$ cat src/rtl/core/lzsswd_pkg.sv
`default_nettype none
// ---------------------------------------------------------------------------
// lzsswd_pkg: shared types and constants of the LZSS window decompressor
// Token command format passed from the parser to the copy engine, parse
// phases and stream format constants.
// ---------------------------------------------------------------------------
package lzsswd_pkg;

    // Stream format
    localparam int unsigned LZ_WINDOW_SIZE     = 4096;
    localparam int unsigned LZ_OFFSET_W        = 12;
    localparam int unsigned LZ_LEN_W           = 4;
    localparam int unsigned LZ_LEFT_W          = 5;
    localparam int unsigned LZ_MIN_MATCH       = 3;
    localparam int unsigned LZ_START_BACK      = 18;
    localparam int unsigned LZ_FLAGS_PER_BYTE  = 8;
    localparam int unsigned LZ_SIZE_W          = 32;
    localparam logic [LZ_SIZE_W-1:0] LZ_SIZE_RESET = 32'd1;

    // Command queue depth between parser and engine
    localparam int unsigned LZ_FIFO_DEPTH      = 4;

    // Parser phase
    typedef enum logic [1:0] {
        PH_FLAG,
        PH_TOKEN,
        PH_MATCH_HI
    } phase_t;

    // Command kinds
    typedef enum logic [1:0] {
        CMD_RESTART,
        CMD_LITERAL,
        CMD_MATCH
    } cmd_kind_t;

    typedef struct packed {
        cmd_kind_t               kind;
        logic [7:0]              data;
        logic [LZ_OFFSET_W-1:0]  offset;
        logic [LZ_LEN_W-1:0]     len_code;
    } cmd_t;

endpackage
`default_nettype wire

$ cat src/rtl/core/lzsswd_cmd_fifo.sv
`default_nettype none
// ---------------------------------------------------------------------------
// lzsswd_cmd_fifo: command queue
// Short register queue that decouples the parser from the copy engine.
// ---------------------------------------------------------------------------
module lzsswd_cmd_fifo
    import lzsswd_pkg::*;
#(
    parameter int unsigned DEPTH = LZ_FIFO_DEPTH
)
(
    input  wire logic clk,
    input  wire logic rst_n,
    input  wire logic push,
    input  wire cmd_t push_data,
    output logic      full,
    input  wire logic pop,
    output logic      pop_valid,
    output cmd_t      pop_data
);

    localparam int unsigned AW = (DEPTH > 1) ? $clog2(DEPTH) : 1;

    cmd_t          slot_reg [DEPTH];
    logic [AW-1:0] wr_ptr_reg, wr_ptr_next;
    logic [AW-1:0] rd_ptr_reg, rd_ptr_next;
    logic [AW:0]   count_reg, count_next;
    logic          do_push, do_pop;

    assign full      = (count_reg == (AW+1)'(DEPTH));
    assign pop_valid = (count_reg != '0);
    assign pop_data  = slot_reg[rd_ptr_reg];
    assign do_push   = push && !full;
    assign do_pop    = pop && pop_valid;

    // pointer and occupancy update
    always_comb
    begin
        wr_ptr_next = wr_ptr_reg;
        rd_ptr_next = rd_ptr_reg;
        count_next  = count_reg;
        if (do_push)
        begin
            wr_ptr_next = (wr_ptr_reg == AW'(DEPTH - 1)) ? '0 : (wr_ptr_reg + AW'(1));
        end
        if (do_pop)
        begin
            rd_ptr_next = (rd_ptr_reg == AW'(DEPTH - 1)) ? '0 : (rd_ptr_reg + AW'(1));
        end
        if (do_push && !do_pop)
        begin
            count_next = count_reg + (AW+1)'(1);
        end
        else if (do_pop && !do_push)
        begin
            count_next = count_reg - (AW+1)'(1);
        end
    end

    always_ff @(posedge clk or negedge rst_n)
    begin
        if (!rst_n)
        begin
            wr_ptr_reg <= '0;
            rd_ptr_reg <= '0;
            count_reg  <= '0;
        end
        else
        begin
            wr_ptr_reg <= wr_ptr_next;
            rd_ptr_reg <= rd_ptr_next;
            count_reg  <= count_next;
        end
    end

    // storage
    always_ff @(posedge clk)
    begin
        if (do_push)
        begin
            slot_reg[wr_ptr_reg] <= push_data;
        end
    end

endmodule
`default_nettype wire

$ cat config.mk
export PLATFORM = sky130hd
export DESIGN_NAME = lzsswd_cmd_fifo
export DESIGN_NICKNAME = d
export VERILOG_FILES = /design/src/rtl/core/lzsswd_pkg.sv /design/src/rtl/core/lzsswd_cmd_fifo.sv
export SDC_FILE = /design/constraint.sdc
export NUM_CORES = 1
export LEC_CHECK = 0
export BUFFER_PORTS_ARGS = -buffer_cell sky130_fd_sc_hd__buf_4
export CAP_MARGIN = 20
export CORE_AREA = 3 3 88 90
export DETAILED_ROUTE_END_ITERATION = 8
export DIE_AREA = 0 0 91 93
export GPL_TIMING_DRIVEN = 0
export PLACE_DENSITY = 0.91
export SLEW_MARGIN = 20
export SYNTH_ARGS = -nofsm -noshare
export SYNTH_HDL_FRONTEND = slang
export SYNTH_SLANG_ARGS = --single-unit
$ cat constraint.sdc
create_clock -name clk -period 3.7 [get_ports clk]
set_input_delay 0.185 -clock clk [delete_from_list [all_inputs] [get_ports clk]]
set_output_delay 0.185 -clock clk [all_outputs]
set_load 0.05 [all_outputs]
==> qor.yml <==
report.final.slew_viol_count: 0
crit_required_ns: 3.98
first_pass_iters: 4
cp_top_family: "simple AND/OR/NAND/NOR gates"
p_switching_mw: 1.671
antenna_found_initial: 0
fin_crit_ns: 2.114
routed_wl_um: 6652
place_area_um2: 4817
antenna_cells: 0
criticalPathCategory: "register to register"
viasPerCell: 5.493
port_buffers: 57
track_usage: 0.1702
slowest_delay_ns: 0.46
drtIter0Drc: 100
finish.instance_area_um2: 5005
drc: 0
hp-class: "input port to register"
cp_data_arrival_time_ns: 2.39
grt_max_degree: 27
ios: 58
hold-path-cell-count: 1
cts_sinks: 111
final_nets: 279
powerDensity_nw_per_um2: 874.7
grt_pass1_vias: 2068
power_mw: 4.378
place_hpwl_um: 4303
setup_violations: 0
wl_per_cell_um: 19.28
clk_latency_ns: 0.35
r2r_slack_ns: 1.59
largest_reg_flops: 104
critPathMaxFanout: 4
drive_above_1_share: 0.4309
yosys.cell_types.count: 20
slew_headroom: 0.5290
crit_path_top_delay_cell: "dfrtp_1"
irDropWorstVdd_v: 0.0005352
die_x_um: 91
area_growth_pct: 17.47
fin_skew_ns: 0.006466
synth_cells: 173
die_y_um: 93
end_kind: "register"
ys_seq_elements: 111
intPower_mw: 2.707
core_area_um2: 7137
grt_pass1_wl_um: 10650
seq_power_share: 0.402
vias: 1895
crit_path_frequent_cell: "xor2_1"
ys_seq_area_frac: 0.7742
layout_setup_ws_ns: 1.586
cts_root_buf: "clkbuf_8"
cts_buffers: 9
fmax_ghz: 0.4731
rr_worst_depth: 8
rsz0062_at_grt: "false"
avgSynthCellArea_um2: 24.63
ant_nets: 0
die_area_um2: 8463
htreeDepth: 3
clock_path_buffers: 2
comb_power_share: 0.447
syn_nets: 210
tritoncts: "done"
switching_share: 0.3817
grt_overflow: 0
p_leak_nw: 1.777
path_depth: 8
crit_buf_inv: 1
hold_viol_final: 0
yosysWarnings: 0
clk_pin_slew_ns: 0.09
crit_chain: "or3_4, nand2_2, ha_1, inv_1, fa_1, xor2_1, nor2_1, xor2_1"
tns_ns: 0
cap_violations: 0
gp_congestion: 0.6371
worst_slew_pin_slew_ns: 0.7064
syn-cell-area_um2: 4260
period_share: 0.5712
status: "completed"
pwr-share-clk: 0.151
startpoint_type: "register"
rows: 31
pre_cts_slack_ns: 1.596
initial_utilization: 0.5969
-- worst reg2reg max path, stage by stage (launching register included) --
cell     delay [ns]
dfrtp_1        0.46
or3_4          0.42
nand2_2        0.11
ha_1           0.18
inv_1          0.06
fa_1           0.37
xor2_1         0.17
nor2_1         0.12
xor2_1         0.16
-- cells in the final DEF, fill, tap and decap left out --
| cell | count |
|---|---|
| clkinvlp_4 | 1 |
| xnor2_1 | 1 |
| dfrtp_1 | 7 |
| buf_6 | 2 |
| clkinv_2 | 1 |
| nor2b_1 | 1 |
| buf_4 | 57 |
| mux2_2 | 3 |
| clkinv_1 | 2 |
| nor3b_2 | 1 |
| inv_1 | 3 |
| mux4_1 | 8 |
| clkbuf_1 | 1 |
| and2_2 | 4 |
| buf_12 | 2 |
| nor2_1 | 3 |
| mux4_2 | 18 |
| buf_2 | 3 |
| clkbuf_8 | 9 |
| ha_1 | 6 |
| dlygate4sd3_1 | 1 |
| mux2_4 | 2 |
| edfxtp_1 | 104 |
| or3_4 | 1 |
| xor2_1 | 2 |
| fa_1 | 1 |
| nand2_2 | 1 |
| bufinv_16 | 1 |
-- metal layers --
| layer | routed length (um) | GRT usage |
|---|---|---|
| met1 | 2730 | 0.2158 |
| met2 | 3450 | 0.2900 |
| met3 | 383 | 0.04344 |
| met4 | 88 | 0.05779 |
| met5 | 0 | 0 |
-- repair_timing --
item | CTS | global route
buffers inserted | 0 | 0
hold buffers | 1 | 0
resized for setup | 0 | 0
hold endpoints to repair | 7 | 0
-- through the flow --
step	std cells	hold WS, ns	utilization
2_1_floorplan	173	-0.1106	-
3_3_place_gp	329	0.001911	0.6743
3_5_place_dp	329	0.006627	0.6750
4_1_cts	345	0.01530	0.7013
5_1_grt	345	0.01407	0.7013
6_report	345	0.02841	0.7013
-- kinds of logic (layout without fill, tap and decap cells) --
kind of cell,after synthesis,count (layout),share of synthesized area
DFF,111,111,0.7742
muxes,31,31,0.1595
and+or+nand+nor,11,11,0.01703
buffers and inverters,10,83,0.02085
adders and majority gates,7,7,0.02232
xor gates and xnor gates,3,3,0.006169
-- cells in the mapped netlist --
| library cell | count | area share |
|---|---|---|
| or3_4 | 1 | 0.0026 |
| edfxtp_1 | 104 | 0.73 |
| dfrtp_1 | 7 | 0.041 |
| nor2_1 | 3 | 0.0026 |
| mux4_2 | 18 | 0.095 |
| and2_1 | 4 | 0.0059 |
| mux2_4 | 2 | 0.0070 |
| mux4_1 | 8 | 0.049 |
| buf_2 | 3 | 0.0035 |
| fa_1 | 1 | 0.0047 |
| ha_1 | 6 | 0.018 |
| nand2_2 | 1 | 0.0015 |
| nor3b_2 | 1 | 0.0029 |
| buf_12 | 2 | 0.0094 |
| nor2b_1 | 1 | 0.0015 |
| xor2_1 | 2 | 0.0041 |
| inv_1 | 3 | 0.0026 |
| xnor2_1 | 1 | 0.0021 |
| mux2_2 | 3 | 0.0079 |
| buf_6 | 2 | 0.0053 |
-- layout make-up --
cell class              count  area [um^2]
clock inverters             5        50.05
clock buffers              10        127.6
well taps                  99        123.9
plain buffers               7        77.57
repair buffers             58        437.9
fillers                   469         2132
inverters                   3        11.26
multi-input cells          52        878.3
flip-flops and latches    111         3298
-- path summary, 6_finish.rpt --
kind | from | to
hold / removal | push_data[3] | slot_reg[3][3]
min in group asynchronous | rst_n | count_reg[0]
hold reg to reg | count_reg[2] | count_reg[2]
setup / recovery | count_reg[0] | count_reg[2]
max in group asynchronous | rst_n | wr_ptr_reg[0]
setup reg to reg | count_reg[0] | count_reg[2]
-- power by group through the flow --
stage | clock, mW | combinational (mW) | sequential [mW]
finish | 0.661 | 1.96 | 1.76
floorplan | 0 | 1.48 | 1.76
detailed placement | 0 | 1.99 | 1.79
global placement | 0 | 1.97 | 1.77
CTS | 0.674 | 1.99 | 1.76
global route | 0.720 | 2.08 | 1.79
Power figures use the tool's default switching activity.
