==> src/rtl/core/lzsswd_pkg.sv <==
`default_nettype none
// ---------------------------------------------------------------------------
// lzsswd_pkg: shared types and constants of the LZSS window decompressor
// Token command format passed from the parser to the copy engine, parse
// phases and stream format constants.
// ---------------------------------------------------------------------------
package lzsswd_pkg;

    // Stream format
    localparam int unsigned LZ_WINDOW_SIZE     = 4096;
    localparam int unsigned LZ_OFFSET_W        = 12;
    localparam int unsigned LZ_LEN_W           = 4;
    localparam int unsigned LZ_LEFT_W          = 5;
    localparam int unsigned LZ_MIN_MATCH       = 3;
    localparam int unsigned LZ_START_BACK      = 18;
    localparam int unsigned LZ_FLAGS_PER_BYTE  = 8;
    localparam int unsigned LZ_SIZE_W          = 32;
    localparam logic [LZ_SIZE_W-1:0] LZ_SIZE_RESET = 32'd1;

    // Command queue depth between parser and engine
    localparam int unsigned LZ_FIFO_DEPTH      = 4;

    // Parser phase
    typedef enum logic [1:0] {
        PH_FLAG,
        PH_TOKEN,
        PH_MATCH_HI
    } phase_t;

    // Command kinds
    typedef enum logic [1:0] {
        CMD_RESTART,
        CMD_LITERAL,
        CMD_MATCH
    } cmd_kind_t;

    typedef struct packed {
        cmd_kind_t               kind;
        logic [7:0]              data;
        logic [LZ_OFFSET_W-1:0]  offset;
        logic [LZ_LEN_W-1:0]     len_code;
    } cmd_t;

endpackage
`default_nettype wire

==> src/rtl/core/lzsswd_parser.sv <==
`default_nettype none
// ---------------------------------------------------------------------------
// lzsswd_parser: compressed byte parser
// Accepts one compressed byte per beat, tracks flag bits and match halves,
// and pushes one command per literal, match or stream restart.
// ---------------------------------------------------------------------------
module lzsswd_parser
    import lzsswd_pkg::*;
(
    input  wire logic       clk,
    input  wire logic       rst_n,
    input  wire logic       in_valid,
    output logic            in_ready,
    input  wire logic [7:0] comp_byte,
    input  wire logic       stream_start,
    input  wire logic       cmd_full,
    output logic            cmd_push,
    output cmd_t            cmd
);

    phase_t      phase_reg, phase_next;
    phase_t      eff_phase;
    logic [7:0]  flags_reg, flags_next;
    logic [3:0]  left_reg, left_next;
    logic [3:0]  left_dec;
    logic [7:0]  low_reg, low_next;
    logic        accept;

    assign in_ready = !cmd_full;
    assign accept   = in_valid && in_ready;

    // a restart forces the byte to be read as a flag byte
    assign eff_phase = stream_start ? PH_FLAG : phase_reg;
    assign left_dec  = (left_reg != 4'd0) ? (left_reg - 4'd1) : 4'd0;

    // next state
    always_comb
    begin
        phase_next = phase_reg;
        flags_next = flags_reg;
        left_next  = left_reg;
        low_next   = low_reg;
        if (accept)
        begin
            case (eff_phase)
                PH_FLAG:
                begin
                    flags_next = comp_byte;
                    left_next  = 4'(LZ_FLAGS_PER_BYTE);
                    phase_next = PH_TOKEN;
                end
                PH_TOKEN:
                begin
                    if (flags_reg[0])
                    begin
                        flags_next = flags_reg >> 1;
                        left_next  = left_dec;
                        phase_next = (left_dec != 4'd0) ? PH_TOKEN : PH_FLAG;
                    end
                    else
                    begin
                        low_next   = comp_byte;
                        phase_next = PH_MATCH_HI;
                    end
                end
                PH_MATCH_HI:
                begin
                    flags_next = flags_reg >> 1;
                    left_next  = left_dec;
                    phase_next = (left_dec != 4'd0) ? PH_TOKEN : PH_FLAG;
                end
                default:
                begin
                    phase_next = PH_FLAG;
                end
            endcase
        end
    end

    // command output
    always_comb
    begin
        cmd.kind     = CMD_RESTART;
        cmd.data     = comp_byte;
        cmd.offset   = {comp_byte[7:4], low_reg};
        cmd.len_code = comp_byte[3:0];
        cmd_push     = 1'b0;
        if (accept)
        begin
            if (stream_start)
            begin
                cmd_push = 1'b1;
                cmd.kind = CMD_RESTART;
            end
            else
            begin
                case (phase_reg)
                    PH_TOKEN:
                    begin
                        cmd_push = flags_reg[0];
                        cmd.kind = CMD_LITERAL;
                    end
                    PH_MATCH_HI:
                    begin
                        cmd_push = 1'b1;
                        cmd.kind = CMD_MATCH;
                    end
                    default:
                    begin
                        cmd_push = 1'b0;
                    end
                endcase
            end
        end
    end

    always_ff @(posedge clk or negedge rst_n)
    begin
        if (!rst_n)
        begin
            phase_reg <= PH_FLAG;
            flags_reg <= 8'h00;
            left_reg  <= 4'd0;
            low_reg   <= 8'h00;
        end
        else
        begin
            phase_reg <= phase_next;
            flags_reg <= flags_next;
            left_reg  <= left_next;
            low_reg   <= low_next;
        end
    end

endmodule
`default_nettype wire

==> config.mk <==
export PLATFORM = sky130hd
export DESIGN_NAME = lzsswd_parser
export DESIGN_NICKNAME = d
export VERILOG_FILES = /design/src/rtl/core/lzsswd_pkg.sv /design/src/rtl/core/lzsswd_parser.sv
export SDC_FILE = /design/constraint.sdc
export NUM_CORES = 1
export LEC_CHECK = 0
export ABC_CLOCK_PERIOD_IN_PS = 3700
export BUFFER_PORTS_ARGS = -buffer_cell sky130_fd_sc_hd__buf_2
export CORE_UTILIZATION = 45
export CTS_BUF_LIST = sky130_fd_sc_hd__clkbuf_8
export DETAILED_ROUTE_END_ITERATION = 6
export GPL_TIMING_DRIVEN = 0
export HOLD_SLACK_MARGIN = 0.05
export PLACE_DENSITY = 0.71
export SYNTH_ARGS = -nofsm -noshare
export SYNTH_HDL_FRONTEND = slang
export SYNTH_SLANG_ARGS = --single-unit
==> constraint.sdc <==
create_clock -name clk -period 3.7 [get_ports clk]
set_input_delay 1.11 -clock clk [delete_from_list [all_inputs] [get_ports clk]]
set_output_delay 1.11 -clock clk [all_outputs]
set_load 0.01 [all_outputs]
==> run summary <==
Worst EP arrival: 1.90 ns
post-synthesis sequential area ratio: 0.4067
category of the worst setup path capture point: primary output
prevailing post-synth register cell: sky130_fd_sc_hd__dfrtp_1
outcome: completed
CTS sink cnt: 22
combined area of all synthesized cells: 0.001354 mm^2
fraction of layout instances using a drive strength above 1: 0.4716
cell types with the highest counts after synthesis: 22 x sky130_fd_sc_hd__dfrtp_1, 16 x sky130_fd_sc_hd__buf_4, 14 x sky130_fd_sc_hd__mux2_2
global-route wire length before repair: 4567 um
Core Area: 0.002805 mm^2
LEAKAGE: 0.0008520 uW
ANT nets after route: 0
CTS tree: built
via count of the first global-routing pass: 1044
post-synthesis async set-or-reset flop share: 1.000
fraction of synthesized cell area taken by the top area cell type: 0.4067
number of buffers inserted to repair setup after CTS: 0
Mean Syn Cell Area: 10.26 um^2
cell chosen for the clock root: sky130_fd_sc_hd__clkbuf_8
maximum clock path buffer count: 2
synth warn: 0
kind of critical path: in2out
final count of pins violating max slew: 0
H-Tree Depth: 1
measured slew at the worst slew-check pin: 0.6290 ns
number of violations of the max-capacitance limit: 0
data required time of the critical path: 2.59 ns
diode insertion count for antenna repair: 0
number of flops mapped to enable cells by yosys: 0
most frequent cell on the critical path: sky130_fd_sc_hd__buf_2
normalized max-slew margin: 0.5806
total congestion overflow: 0
largest area contributor in the netlist: sky130_fd_sc_hd__dfrtp_1
Vias: 1050
number of antenna violations at the first check in global routing: 0
ordered list of cells on the worst path: buf_2, nand2b_1, clkbuf_2, o21ba_2, buf_2
worst vdd ir: 0.4264 mV
drt total wl: 2612 um
dominant cell by count in the synthesized netlist: sky130_fd_sc_hd__dfrtp_1
library cells used by synthesis: 35
Routed WL per cell: 12.62 um
core occupancy in the finished layout: 0.5932
overall die width: 56.85 um
largest fanout on the critical path: 7
Mapped Cells: 132
hold-fix buffer count after cts: 0
PwrDens: 579.8 mW/mm^2
TNS Setup: 0 ns
final setup fails: 0
top area cells in the synthesized netlist: sky130_fd_sc_hd__dfrtp_1 41%, sky130_fd_sc_hd__mux2_2 12%, sky130_fd_sc_hd__buf_4 8.9%
Clock Pin Slew Worst Setup and Hold Paths: 0.08 ns
placed wire-length estimate: 2018 um
reg2reg path depth: 6
number of placement rows: 19
Final period util: 0.8124
overall die height: 56.85 um
worst hold path class: reg2reg
register bit total from synthesis: 22
Vias/cell: 5.072
post-route DRC violation count: 0
syn_nets: 153
Starting DRT DRC Count: 31
clk_skew: 0.001369 ns
cells resized by post-CTS repair: 0
placer congestion estimate: 0.7125
pre-CTS setup slack: 0.6934 ns
reg-to-reg slack, setup: 1.73 ns
critical path's slowest cell: sky130_fd_sc_hd__o21ba_2
clock period minus worst slack: 3.006 ns
type of element launching the critical path: input port
PortBufs: 40
initial core utilization: 0.4826
unrepaired setup endpoints after global routing: false
number of clock buffers inserted by TritonCTS: 3
minimum setup slack in the final design: 0.6940 ns
TritonRoute pass-1 iters: 4
I/O pin count: 41
GRT Util Overall: 0.1857
Hold Path Stages: 1
peak per-stage delay on the critical path: 0.24 ns
die area: 0.003232 mm^2
Max Freq: 332.7 MHz
net count of the finished layout: 198
number of hold-slack violations in the final timing report: 0
maximum number of pins on one net before global-route repair: 23
area grow syn2layout: 22.92%
Worst-Skew Late Latency: 0.26 ns
report_power, final:
part,total [uW],switching (uW),internal [uW]
registers,392,60.7,331
clock network,224,79.7,145
logic,349,169,180
final timing paths:
check,start,endpoint
max,cmd_full,cmd_push
min,low_reg[4]$_DFFE_PN0P_,low_reg[4]$_DFFE_PN0P_
max reg2reg,phase_reg[0]$_DFFE_PN0P_,flags_reg[6]$_DFFE_PN0P_
min reg2reg,low_reg[4]$_DFFE_PN0P_,low_reg[4]$_DFFE_PN0P_
max in group asynchronous,rst_n,flags_reg[5]$_DFFE_PN0P_
min in group asynchronous,rst_n,flags_reg[1]$_DFFE_PN0P_
through the flow:
stage / hold slack (ns) / area, um^2 / cells / total power [uW]
CTS: 0.5137 / 1664 / 207 / 978.8
global placement: 0.4859 / 1593 / 203 / 730.0
detailed placement: 0.4935 / 1593 / 203 / 750.3
floorplan: 0.4694 / 1354 / 132 / 629.8
finish: 0.5110 / 1664 / 207 / 964.9
global route: 0.5372 / 1664 / 207 / 1038
final cells by class:
class	count	area, um^2
Sequential cell	22	550.5
Tap cell	31	38.79
Timing Repair Buffer	40	200.2
Inverter	13	48.80
Clock buffer	3	41.29
Fill cell	261	1141
Clock inverter	1	30.03
Multi-Input combinational cell	78	620.6
Buffer	19	133.9
metal layers:
| metal | vias to the layer above | wire [um] | GRT usage |
|---|---|---|---|
| li1 | 525 | - | - |
| met4 | 0 | 33 | 0.07666 |
| met3 | 4 | 120 | 0.05069 |
| met5 | - | 0 | 0 |
| met2 | 23 | 1357 | 0.3163 |
| met1 | 498 | 1100 | 0.2198 |
worst max-delay path, delay by kind of cell:
family                 cells  cell delay (ns)
and+or+nand+nor            1             0.13
AOI/OAI and AO/OA          1             0.24
buffers and inverters      3             0.40
cells in the final DEF, fill, tap and decap left out, types with 2 or more instances in the layout:
| cell type | instances |
|---|---|
| sky130_fd_sc_hd__o31ai_1 | 2 |
| sky130_fd_sc_hd__nand2b_1 | 8 |
| sky130_fd_sc_hd__clkbuf_8 | 3 |
| sky130_fd_sc_hd__buf_4 | 16 |
| sky130_fd_sc_hd__ha_1 | 8 |
| sky130_fd_sc_hd__o22ai_1 | 6 |
| sky130_fd_sc_hd__nand2_1 | 9 |
| sky130_fd_sc_hd__buf_2 | 41 |
| sky130_fd_sc_hd__o21ai_0 | 4 |
| sky130_fd_sc_hd__nor3b_1 | 2 |
| sky130_fd_sc_hd__dfrtp_1 | 22 |
| sky130_fd_sc_hd__nor2_1 | 2 |
| sky130_fd_sc_hd__inv_1 | 13 |
| sky130_fd_sc_hd__mux2_2 | 14 |
| sky130_fd_sc_hd__a21oi_1 | 4 |
cells by family after synthesis:
kind of cell,share of synthesized area
buf+inv,0.1349
simple gates,0.1460
compound gates,0.1220
flops,0.4067
mux,0.1165
fa+ha+maj,0.07394
Note: power is estimated with default switching activity, not from simulation.
